==> src/lfm_pkg.sv <==
`timescale 1ns / 1ps
// ----------------------------------------------------------------------------
// lfm_pkg
// Shared types, register codes and reset values of the link fault monitor.
// ----------------------------------------------------------------------------
package lfm_pkg;

	localparam int NUM_ITEMS       = 4;
	localparam int IRQ_LINES_DEF   = 16;
	localparam int COUNT_BITS_DEF  = 8;

	localparam int SYNC_W   = 4;
	localparam int IRQ_W    = 16;
	localparam int THR_W    = 8;
	localparam int ACT_W    = 2;
	localparam int STATUS_W = NUM_ITEMS * ACT_W;
	localparam int CFG_IDX_W  = 3;
	localparam int CFG_DATA_W = 32;

	// Item order inside the packed fields
	localparam int ITEM_TX    = 0;
	localparam int ITEM_RX    = 1;
	localparam int ITEM_LEN   = 2;
	localparam int ITEM_OTHER = 3;

	typedef logic [ACT_W-1:0] action_t;

	localparam action_t ACT_NONE  = 2'd0;
	localparam action_t ACT_WARN  = 2'd1;
	localparam action_t ACT_RESET = 2'd2;
	localparam action_t ACT_SPARE = 2'd3;

	typedef enum logic [CFG_IDX_W-1:0] {
		REG_MONITOR_ENABLE    = 3'd0,
		REG_TX_CHECK_ENABLE   = 3'd1,
		REG_ITEM_THRESHOLDS   = 3'd2,
		REG_ITEM_ACTIONS      = 3'd3,
		REG_SYNC_READY_LEVEL  = 3'd4,
		REG_LENGTH_ERROR_MASK = 3'd5
	} cfg_reg_t;

	localparam logic [31:0]       RST_THRESHOLDS = 32'h0303_0303;
	localparam logic [STATUS_W-1:0] RST_ACTIONS  = 8'h4A;
	localparam logic [SYNC_W-1:0] RST_SYNC_LEVEL = 4'd6;
	localparam logic [IRQ_W-1:0]  RST_LEN_MASK   = 16'h0003;

	// Per-item control handed to a check slice each tick
	typedef struct packed {
		logic             advance;
		logic             fail;
		logic [THR_W-1:0] threshold;
		action_t          action;
	} item_ctrl_t;

endpackage

==> src/lfm_if.sv <==
`timescale 1ns / 1ps
// ----------------------------------------------------------------------------
// lfm_if
// Handshake channels of the link fault monitor: tick, result and config.
// ----------------------------------------------------------------------------
interface lfm_tick_if;
	logic                          valid;
	logic                          ready;
	logic [lfm_pkg::SYNC_W-1:0]    rx_sync_state;
	logic                          tx_alive;
	logic                          rx_fsm_error;
	logic [lfm_pkg::IRQ_W-1:0]     irq_status;

	modport source (output valid, rx_sync_state, tx_alive, rx_fsm_error, irq_status,
		input ready);
	modport sink (input valid, rx_sync_state, tx_alive, rx_fsm_error, irq_status,
		output ready);
endinterface

interface lfm_result_if;
	logic                          valid;
	logic                          ready;
	logic [lfm_pkg::ACT_W-1:0]     current_action;
	logic                          action_changed;
	logic                          clear_irq;
	logic [lfm_pkg::STATUS_W-1:0]  item_status;

	modport source (output valid, current_action, action_changed, clear_irq, item_status,
		input ready);
	modport sink (input valid, current_action, action_changed, clear_irq, item_status,
		output ready);
endinterface

interface lfm_cfg_if;
	logic                            valid;
	logic                            ready;
	logic [lfm_pkg::CFG_IDX_W-1:0]   reg_index;
	logic [lfm_pkg::CFG_DATA_W-1:0]  wdata;

	modport source (output valid, reg_index, wdata, input ready);
	modport sink (input valid, reg_index, wdata, output ready);
endinterface

==> src/lfm_item.sv <==
`timescale 1ns / 1ps
// ----------------------------------------------------------------------------
// lfm_item
// One checked item: consecutive-fail counter and latched action status.
// ----------------------------------------------------------------------------
module lfm_item #(
	parameter int COUNT_BITS = lfm_pkg::COUNT_BITS_DEF
) (
	input  logic                 clk,
	input  logic                 arst_n,
	input  lfm_pkg::item_ctrl_t  ctrl,
	output lfm_pkg::action_t     status_next
);

	localparam int CW = (COUNT_BITS > lfm_pkg::THR_W) ? COUNT_BITS : lfm_pkg::THR_W;
	localparam logic [CW-1:0] CNT_MAX = CW'((32'd1 << COUNT_BITS) - 32'd1);

	logic [COUNT_BITS-1:0] fail_count_q;
	lfm_pkg::action_t      status_q;

	logic [CW-1:0]         thr_sat;
	logic                  below;
	lfm_pkg::action_t      act_map;
	logic [COUNT_BITS-1:0] count_next;

	always_comb begin
		// saturate threshold to what the counter can hold
		thr_sat = (CW'(ctrl.threshold) > CNT_MAX) ? CNT_MAX : CW'(ctrl.threshold);
		below   = CW'(fail_count_q) < thr_sat;
		act_map = (ctrl.action == lfm_pkg::ACT_SPARE) ? lfm_pkg::ACT_RESET : ctrl.action;

		count_next  = fail_count_q;
		status_next = status_q;
		if (ctrl.advance) begin
			if (!ctrl.fail) begin
				count_next  = '0;
				status_next = lfm_pkg::ACT_NONE;
			end else if (below) begin
				count_next = fail_count_q + 1'b1;
			end else begin
				status_next = act_map;
			end
		end
	end

	always_ff @(posedge clk or negedge arst_n) begin
		if (!arst_n) begin
			fail_count_q <= '0;
			status_q     <= lfm_pkg::ACT_NONE;
		end else begin
			fail_count_q <= count_next;
			status_q     <= status_next;
		end
	end

endmodule

==> src/link_fault_monitor.sv <==
`timescale 1ns / 1ps
// ----------------------------------------------------------------------------
// link_fault_monitor
// Periodic link health monitor: PHY tx, PHY rx, MAC length and MAC other
// checks with consecutive-fail thresholds and a reported worst action.
// ----------------------------------------------------------------------------
// One health-check tick is taken per transfer on the tick channel, and one
// result comes out per tick, in order. A tick may be transferred in every
// cycle while the result channel is ready: the tick is captured in the input
// register, the four checks, counter updates and the worst-action select run
// combinationally from that register, and the result is held in the output
// register, from which it is offered on the result channel.
// Sustained throughput is one tick per clock, set by the combinational check
// logic feeding the output register; a stalled result channel backs up the
// input register and then the tick channel.
// Configuration is written through the cfg channel, which is always ready,
// and must only be written while no tick is in flight. With monitor_enable
// clear, ticks still produce results, but no counter or status moves.
// ----------------------------------------------------------------------------
module link_fault_monitor #(
	parameter int IRQ_LINES  = lfm_pkg::IRQ_LINES_DEF,
	parameter int COUNT_BITS = lfm_pkg::COUNT_BITS_DEF
) (
	input  logic         clk,
	input  logic         arst_n,
	lfm_cfg_if.sink      cfg,
	lfm_tick_if.sink     tick,
	lfm_result_if.source result
);

	localparam int IRQ_W = lfm_pkg::IRQ_W;
	// Lines of irq_status that are examined at all
	localparam logic [IRQ_W-1:0] LINE_MASK = (IRQ_LINES >= IRQ_W) ? {IRQ_W{1'b1}} :
		IRQ_W'((64'd1 << IRQ_LINES) - 64'd1);

	// ---------------- configuration registers ----------------
	logic                          monitor_enable_q;
	logic                          tx_check_enable_q;
	logic [31:0]                   thresholds_q;
	logic [lfm_pkg::STATUS_W-1:0]  actions_q;
	logic [lfm_pkg::SYNC_W-1:0]    sync_level_q;
	logic [IRQ_W-1:0]              len_mask_q;

	assign cfg.ready = 1'b1;

	always_ff @(posedge clk or negedge arst_n) begin
		if (!arst_n) begin
			monitor_enable_q  <= 1'b0;
			tx_check_enable_q <= 1'b0;
			thresholds_q      <= lfm_pkg::RST_THRESHOLDS;
			actions_q         <= lfm_pkg::RST_ACTIONS;
			sync_level_q      <= lfm_pkg::RST_SYNC_LEVEL;
			len_mask_q        <= lfm_pkg::RST_LEN_MASK;
		end else if (cfg.valid) begin
			case (lfm_pkg::cfg_reg_t'(cfg.reg_index))
				lfm_pkg::REG_MONITOR_ENABLE:    monitor_enable_q  <= cfg.wdata[0];
				lfm_pkg::REG_TX_CHECK_ENABLE:   tx_check_enable_q <= cfg.wdata[0];
				lfm_pkg::REG_ITEM_THRESHOLDS:   thresholds_q      <= cfg.wdata;
				lfm_pkg::REG_ITEM_ACTIONS:      actions_q <= cfg.wdata[lfm_pkg::STATUS_W-1:0];
				lfm_pkg::REG_SYNC_READY_LEVEL:  sync_level_q <= cfg.wdata[lfm_pkg::SYNC_W-1:0];
				lfm_pkg::REG_LENGTH_ERROR_MASK: len_mask_q   <= cfg.wdata[IRQ_W-1:0];
				default: begin
					// unknown index: drop the write
				end
			endcase
		end
	end

	// ---------------- stage 1: input register ----------------
	logic                        valid_s1;
	logic [lfm_pkg::SYNC_W-1:0]  rx_sync_state_s1;
	logic                        tx_alive_s1;
	logic                        rx_fsm_error_s1;
	logic [IRQ_W-1:0]            irq_status_s1;

	logic valid_s2;
	logic load_s2;

	// Output slot frees when empty or when its result transfers this cycle
	assign load_s2    = valid_s1 && (!valid_s2 || result.ready);
	assign tick.ready = !valid_s1 || load_s2;

	always_ff @(posedge clk or negedge arst_n) begin
		if (!arst_n) begin
			valid_s1 <= 1'b0;
		end else if (tick.ready) begin
			valid_s1 <= tick.valid;
		end
	end

	always_ff @(posedge clk) begin
		if (tick.valid && tick.ready) begin
			rx_sync_state_s1 <= tick.rx_sync_state;
			tx_alive_s1      <= tick.tx_alive;
			rx_fsm_error_s1  <= tick.rx_fsm_error;
			irq_status_s1    <= tick.irq_status;
		end
	end

	// ---------------- checks ----------------
	logic                           sync_ready;
	logic [IRQ_W-1:0]               irq_seen;
	logic [lfm_pkg::NUM_ITEMS-1:0]  fail;
	logic                           advance;

	always_comb begin
		sync_ready = rx_sync_state_s1 >= sync_level_q;
		irq_seen   = irq_status_s1 & LINE_MASK;
		fail = '0;
		// tx and MAC checks only count once the receive side has synced
		fail[lfm_pkg::ITEM_TX]    = tx_check_enable_q && sync_ready && !tx_alive_s1;
		fail[lfm_pkg::ITEM_RX]    = rx_fsm_error_s1;
		fail[lfm_pkg::ITEM_LEN]   = sync_ready && (|(irq_seen & len_mask_q));
		fail[lfm_pkg::ITEM_OTHER] = sync_ready && (|(irq_seen & ~len_mask_q));
	end

	// State moves only when the tick leaves for the output register
	assign advance = load_s2 && monitor_enable_q;

	lfm_pkg::item_ctrl_t ctrl [lfm_pkg::NUM_ITEMS];
	lfm_pkg::action_t    status_next [lfm_pkg::NUM_ITEMS];

	for (genvar i = 0; i < lfm_pkg::NUM_ITEMS; i++) begin : g_item
		always_comb begin
			ctrl[i].advance   = advance;
			ctrl[i].fail      = fail[i];
			ctrl[i].threshold = thresholds_q[lfm_pkg::THR_W*i +: lfm_pkg::THR_W];
			ctrl[i].action    = actions_q[lfm_pkg::ACT_W*i +: lfm_pkg::ACT_W];
		end

		lfm_item #(
			.COUNT_BITS(COUNT_BITS)
		) u_item (
			.clk         (clk),
			.arst_n      (arst_n),
			.ctrl        (ctrl[i]),
			.status_next (status_next[i])
		);
	end

	// ---------------- worst action and report ----------------
	lfm_pkg::action_t             reported_action_q;
	lfm_pkg::action_t             worst;
	logic [lfm_pkg::STATUS_W-1:0] status_pack;
	lfm_pkg::action_t             act_out;
	logic                         changed;
	logic                         clear_out;

	always_comb begin
		worst       = lfm_pkg::ACT_NONE;
		status_pack = '0;
		for (int i = 0; i < lfm_pkg::NUM_ITEMS; i++) begin
			if (status_next[i] > worst) begin
				worst = status_next[i];
			end
			status_pack[lfm_pkg::ACT_W*i +: lfm_pkg::ACT_W] = status_next[i];
		end
		if (monitor_enable_q) begin
			act_out   = worst;
			changed   = worst != reported_action_q;
			clear_out = fail[lfm_pkg::ITEM_LEN] || fail[lfm_pkg::ITEM_OTHER];
		end else begin
			// monitoring off: report the held action, flag nothing
			act_out   = reported_action_q;
			changed   = 1'b0;
			clear_out = 1'b0;
		end
	end

	always_ff @(posedge clk or negedge arst_n) begin
		if (!arst_n) begin
			reported_action_q <= lfm_pkg::ACT_NONE;
		end else if (advance) begin
			reported_action_q <= worst;
		end
	end

	// ---------------- stage 2: result register ----------------
	lfm_pkg::action_t             current_action_s2;
	logic                         action_changed_s2;
	logic                         clear_irq_s2;
	logic [lfm_pkg::STATUS_W-1:0] item_status_s2;

	always_ff @(posedge clk or negedge arst_n) begin
		if (!arst_n) begin
			valid_s2 <= 1'b0;
		end else if (!valid_s2 || result.ready) begin
			valid_s2 <= valid_s1;
		end
	end

	always_ff @(posedge clk) begin
		if (load_s2) begin
			current_action_s2 <= act_out;
			action_changed_s2 <= changed;
			clear_irq_s2      <= clear_out;
			item_status_s2    <= status_pack;
		end
	end

	assign result.valid          = valid_s2;
	assign result.current_action = current_action_s2;
	assign result.action_changed = action_changed_s2;
	assign result.clear_irq      = clear_irq_s2;
	assign result.item_status    = item_status_s2;

endmodule
==> src/flat_wrapper.sv <==
// flat-port wrapper written by rule: the top's interface ports become plain ports
module link_fault_monitor_flat 
#(
	parameter int IRQ_LINES  = lfm_pkg::IRQ_LINES_DEF,
	parameter int COUNT_BITS = lfm_pkg::COUNT_BITS_DEF
)
  (clk, arst_n, cfg_valid, cfg_reg_index, cfg_wdata, cfg_ready, tick_valid, tick_rx_sync_state, tick_tx_alive, tick_rx_fsm_error, tick_irq_status, tick_ready, result_valid, result_current_action, result_action_changed, result_clear_irq, result_item_status, result_ready);
  lfm_cfg_if cfg_i ();
  lfm_tick_if tick_i ();
  lfm_result_if result_i ();
  input  logic clk;
  input  logic arst_n;
  input wire logic [$bits(cfg_i.valid)-1:0] cfg_valid;
  input wire logic [$bits(cfg_i.reg_index)-1:0] cfg_reg_index;
  input wire logic [$bits(cfg_i.wdata)-1:0] cfg_wdata;
  output wire logic [$bits(cfg_i.ready)-1:0] cfg_ready;
  input wire logic [$bits(tick_i.valid)-1:0] tick_valid;
  input wire logic [$bits(tick_i.rx_sync_state)-1:0] tick_rx_sync_state;
  input wire logic [$bits(tick_i.tx_alive)-1:0] tick_tx_alive;
  input wire logic [$bits(tick_i.rx_fsm_error)-1:0] tick_rx_fsm_error;
  input wire logic [$bits(tick_i.irq_status)-1:0] tick_irq_status;
  output wire logic [$bits(tick_i.ready)-1:0] tick_ready;
  output wire logic [$bits(result_i.valid)-1:0] result_valid;
  output wire logic [$bits(result_i.current_action)-1:0] result_current_action;
  output wire logic [$bits(result_i.action_changed)-1:0] result_action_changed;
  output wire logic [$bits(result_i.clear_irq)-1:0] result_clear_irq;
  output wire logic [$bits(result_i.item_status)-1:0] result_item_status;
  input wire logic [$bits(result_i.ready)-1:0] result_ready;
  assign cfg_i.valid = cfg_valid;
  assign cfg_i.reg_index = cfg_reg_index;
  assign cfg_i.wdata = cfg_wdata;
  assign cfg_ready = cfg_i.ready;
  assign tick_i.valid = tick_valid;
  assign tick_i.rx_sync_state = tick_rx_sync_state;
  assign tick_i.tx_alive = tick_tx_alive;
  assign tick_i.rx_fsm_error = tick_rx_fsm_error;
  assign tick_i.irq_status = tick_irq_status;
  assign tick_ready = tick_i.ready;
  assign result_valid = result_i.valid;
  assign result_current_action = result_i.current_action;
  assign result_action_changed = result_i.action_changed;
  assign result_clear_irq = result_i.clear_irq;
  assign result_item_status = result_i.item_status;
  assign result_i.ready = result_ready;
  link_fault_monitor #(.IRQ_LINES(IRQ_LINES), .COUNT_BITS(COUNT_BITS)) u_core (.clk(clk), .arst_n(arst_n), .cfg(cfg_i), .tick(tick_i), .result(result_i));
endmodule
==> config.mk <==
export PLATFORM = sky130hd
export DESIGN_NAME = link_fault_monitor_flat
export DESIGN_NICKNAME = d
export VERILOG_FILES = /design/src/lfm_pkg.sv /design/src/lfm_if.sv /design/src/lfm_item.sv /design/src/link_fault_monitor.sv /design/src/flat_wrapper.sv
export SDC_FILE = /design/constraint.sdc
export NUM_CORES = 1
export LEC_CHECK = 0
export BUFFER_PORTS_ARGS = -buffer_cell sky130_fd_sc_hd__buf_2
export CELL_PAD_IN_SITES_DETAIL_PLACEMENT = 0
export CELL_PAD_IN_SITES_GLOBAL_PLACEMENT = 1
export CORE_MARGIN = 1
export CORE_UTILIZATION = 48
export CTS_BUF_LIST = sky130_fd_sc_hd__clkbuf_2 sky130_fd_sc_hd__clkbuf_4 sky130_fd_sc_hd__clkbuf_8
export DETAILED_ROUTE_END_ITERATION = 6
export PLACE_DENSITY = 0.82
export SLEW_MARGIN = 25
export SYNTH_ARGS = -nofsm -noshare
export SYNTH_HDL_FRONTEND = slang
export SYNTH_SLANG_ARGS = --single-unit
export TNS_END_PERCENT = 1
==> constraint.sdc <==
create_clock -name clk -period 7.2 [get_ports clk]
set_input_delay 1.08 -clock clk [delete_from_list [all_inputs] [get_ports clk]]
set_output_delay 1.08 -clock clk [all_outputs]
set_load 0.05 [all_outputs]
==> run_results.csv <==
group,metric,value,unit
synthesis,ys_types,58,
cts,cts_setup_buffers,0,
synthesis,synth_compound_area_share,11.3,%
cts,h-tree-depth,4,
critical_path,path_class,"register to register",
finish,layout_commonest_cell,"dfrtp_1",
timing,fin_worst_skew,11.2,ps
cts,cts_resized,0,
critical_path,r2r_setup_slack,1540,ps
routing,routed_via_density,5.34,
cts,cts.path.max_buffers,2,
synthesis,syn_inst,614,
worst_hold_path,min_to,"u_core.tx_check_enable_q",
critical_path,cp.arrival,5880,ps
synthesis,synth-seq-cells,140,
critical_path,ff2ff_path_depth,26,
synthesis,ys.flop_type,"dfrtp_1",
routing,num_vias,4758,
global_route,grt_pass1_vias,4888,
finish,finalNonFillerCells,891,
global_route,grt_usage,21.1,%
critical_path,critPathLaunchType,"register",
synthesis,muxShareOfSynthArea,6.20,%
routing,drc_errors,0,
routing,drt_wl_total,14100,µm
floorplan,fp-row-count,43,
critical_path,cp-end-kind,"register",
routing,initialDrtViolationCount,269,
cts,tritoncts,"yes",
synthesis,synth-seq-area-share,54.1,%
timing,fmax,0.177,GHz
synthesis,synth_xor_area_share,2.95,%
timing,drv_slew,0,
worst_hold_path,min_from,"u_core.tx_check_enable_q",
timing,finalHoldViolCount,0,
synthesis,yosys-top-cells-area,"dfrtp_1 33%, edfxtp_1 15%, ha_1 8.2%, dfstp_2 5.8%, mux2_2 5.4%",
flow_run,cap_viol_max_count,0,
synthesis,syn_avg_cell_area,11.1,µm²
timing,fin_crit,5660,ps
routing,first_pass_iters,4,
floorplan,initial_utilization,49.2,%
critical_path,crit_path_max_fanout,7,
global_route,grt-ovfl-total,0,
outcome,status,"finished clean",
global_route,antenna_found_initial,0,
floorplan,fp.dieArea,14700,µm²
floorplan,pin_count,77,
timing,fin_crit_sh,78.6,%
worst_hold_path,holdPathStages,1,
critical_path,reg2reg_from,"u_core.sync_level_q[1]",
global_route,grt_pass1_wl,23500,µm
power_and_ir_drop,peakVddDrop,0.191,mV
finish,drive_gt1_share,23.8,%
synthesis,synth_top_area_share,33.4,%
finish,regArea,3690,µm²
critical_path,critPathMaxStageDelay,560,ps
cts,cts_root_buf,"clkbuf_8",
finish,antenna_cells,0,
finish,area_growth,15.3,%
critical_path,cp_slowest_cell,"o21bai_1",
finish,multi_input_area,2890,µm²
synthesis,synth_enable_flop_cells,34,
cts,clk_transition_reported_paths,80,ps
critical_path,cp_common_cell,"ha_1",
timing,setup_violations,0,
floorplan,die_width,121,µm
synthesis,synth_nets,721,
synthesis,yosys.area.top_type,"dfrtp_1",
critical_path,timing.rr.end,"u_core.result.action_changed",
placed_design,place_congestion,0.902,
cts,clk_latency,460,ps
timing,totalNegativeSetupSlack,0,ps
finish,final_nets,805,
synthesis,synth-adder-area-share,8.25,%
global_route,grt_max_degree,71,
synthesis,synth_top_family_by_area,"simple AND/OR/NAND/NOR gates",
critical_path,worstPathRequired,7420,ps
placed_design,dp.cells,859,
power_and_ir_drop,power.density,298,nW/µm²
placed_design,post-dp-hpwl,10400,µm
synthesis,synth_area,6830,µm²
routing,route.antenna.remaining_nets,0,
floorplan,core,13900,µm²
finish,fill_cells,1220,
finish,layout_common_cells,"91 x dfrtp_1, 74 x buf_2, 62 x nand2_1",
timing,rsz0062_at_grt,"no",
floorplan,die_height,121,µm
power_and_ir_drop,leakagePower,3.58,nW
synthesis,yosys.area_share.simple,13.5,%
worst_hold_path,hold_path.class,"register to register",
synthesis,synthArstFlopShare,75.7,%
placed_design,numPortBuffers,75,
cts,cts_sinks,140,
cts,cts_buffers,17,
timing,max-slew-margin-rel,35.9,%
routing,avgRoutedWirePerCell,15.8,µm
cts,postCtsHoldBufs,0,
synthesis,yosys_warnings,0,
timing,worst_slew_pin_slew,962,ps
==> kinds of logic (layout without fill, tap and decap cells) <==
logic type / Yosys count / count (layout)
and+or+nand+nor: 188 / 188
DFF: 140 / 140
AOI/OAI and AO/OA: 114 / 114
xor gates and xnor gates: 23 / 23
buffers and inverters: 65 / 162
other: 1 / 1
adders and majority gates: 45 / 45
muxes: 38 / 38
==> how the worst max path moves through the flow <==
stage / from / slack, ps / cells after the start / to
6_report: u_core.sync_level_q[1] / 1540 / 26 / u_core.result.action_changed
5_1_grt: u_core.sync_level_q[2] / 1120 / 28 / u_core.result.action_changed
3_3_place_gp: result_ready / 1630 / 26 / u_core.result.action_changed
3_5_place_dp: result_ready / 1410 / 26 / u_core.result.action_changed
2_1_floorplan: result_ready / 1950 / 25 / u_core.result.action_changed
4_1_cts: u_core.sync_level_q[1] / 1530 / 28 / u_core.result.action_changed
==> critical path, delay by kind of cell (launching register included) <==
family,cells,cell delay (ps)
buffers and inverters,3,170
AOI/OAI and AO/OA,12,2580
adders and majority gates,4,1160
xor gates and xnor gates,1,150
DFF,1,520
and+or+nand+nor,6,870
==> routing by layer <==
layer | up-vias | share of wire (%) | global-route usage, %
met5 | - | 0 | 0
met4 | 0 | 1.4 | 7.64
met3 | 16 | 4.8 | 4.84
met2 | 103 | 48 | 34.3
met1 | 2313 | 46 | 27.5
li1 | 2326 | - | -
==> metrics by stage <==
step / worst slack (ps) / instance area [µm²] / power [mW] / hold WS [ps] / utilization [%]
finish: 1540 / 7870 / 2.35 / 505 / 56.7
CTS: 1530 / 7870 / 2.37 / 503 / 56.7
global route: 1120 / 7870 / 2.48 / 521 / 56.7
detailed placement: 1410 / 7400 / 1.63 / 485 / 53.3
global placement: 1630 / 7400 / 1.60 / 482 / 53.3
floorplan: 1950 / 6830 / 1.47 / 469 / -
==> cell type report <==
type                       instances  area share, %
timing repair buffer              78           5.09
multi-input combinational        409           36.7
inverter                          52           2.48
sequential                       140           46.9
clock inverter                    14           2.75
tap                              180           2.86
clock buffer                      18           3.15
==> cell usage after synthesis, drive strengths merged, types with 10 or more instances <==
cell,n
o21ai,53
ha,45
clkbuf,10
xor2,20
nand4,13
inv,52
dfstp,15
nor2b,16
mux2,34
dfrtp,91
nand2,62
and2,10
nor2,41
nand3,12
edfxtp,34
a21oi,16
==> sequential cells by signal, indices dropped and copies added, names as in the netlist <==
| name | cells |
|---|---|
| u_core.actions_q | 8 |
| u_core.g_item.u_item.fail_count_q | 32 |
| u_core.g_item.u_item.status_q | 8 |
| u_core.irq_seen | 16 |
| u_core.len_mask_q | 16 |
| u_core.monitor_enable_q | 1 |
| u_core.reported_action_q | 2 |
| u_core.result.action_changed | 1 |
| u_core.result.clear_irq | 1 |
| u_core.result.current_action | 2 |
| u_core.result.item_status | 8 |
| u_core.result.valid | 1 |
| u_core.rx_fsm_error_s1 | 1 |
| u_core.rx_sync_state_s1 | 4 |
| u_core.sync_level_q | 4 |
| u_core.thresholds_q | 32 |
| u_core.tx_alive_s1 | 1 |
| u_core.tx_check_enable_q | 1 |
| u_core.valid_s1 | 1 |
==> power breakdown <==
part	switching, mW	total [mW]	internal [mW]
clock	0.314	0.736	0.422
sequential	0.0934	1.06	0.970
combinational	0.316	0.549	0.233
(Power assumes the default switching activity.)
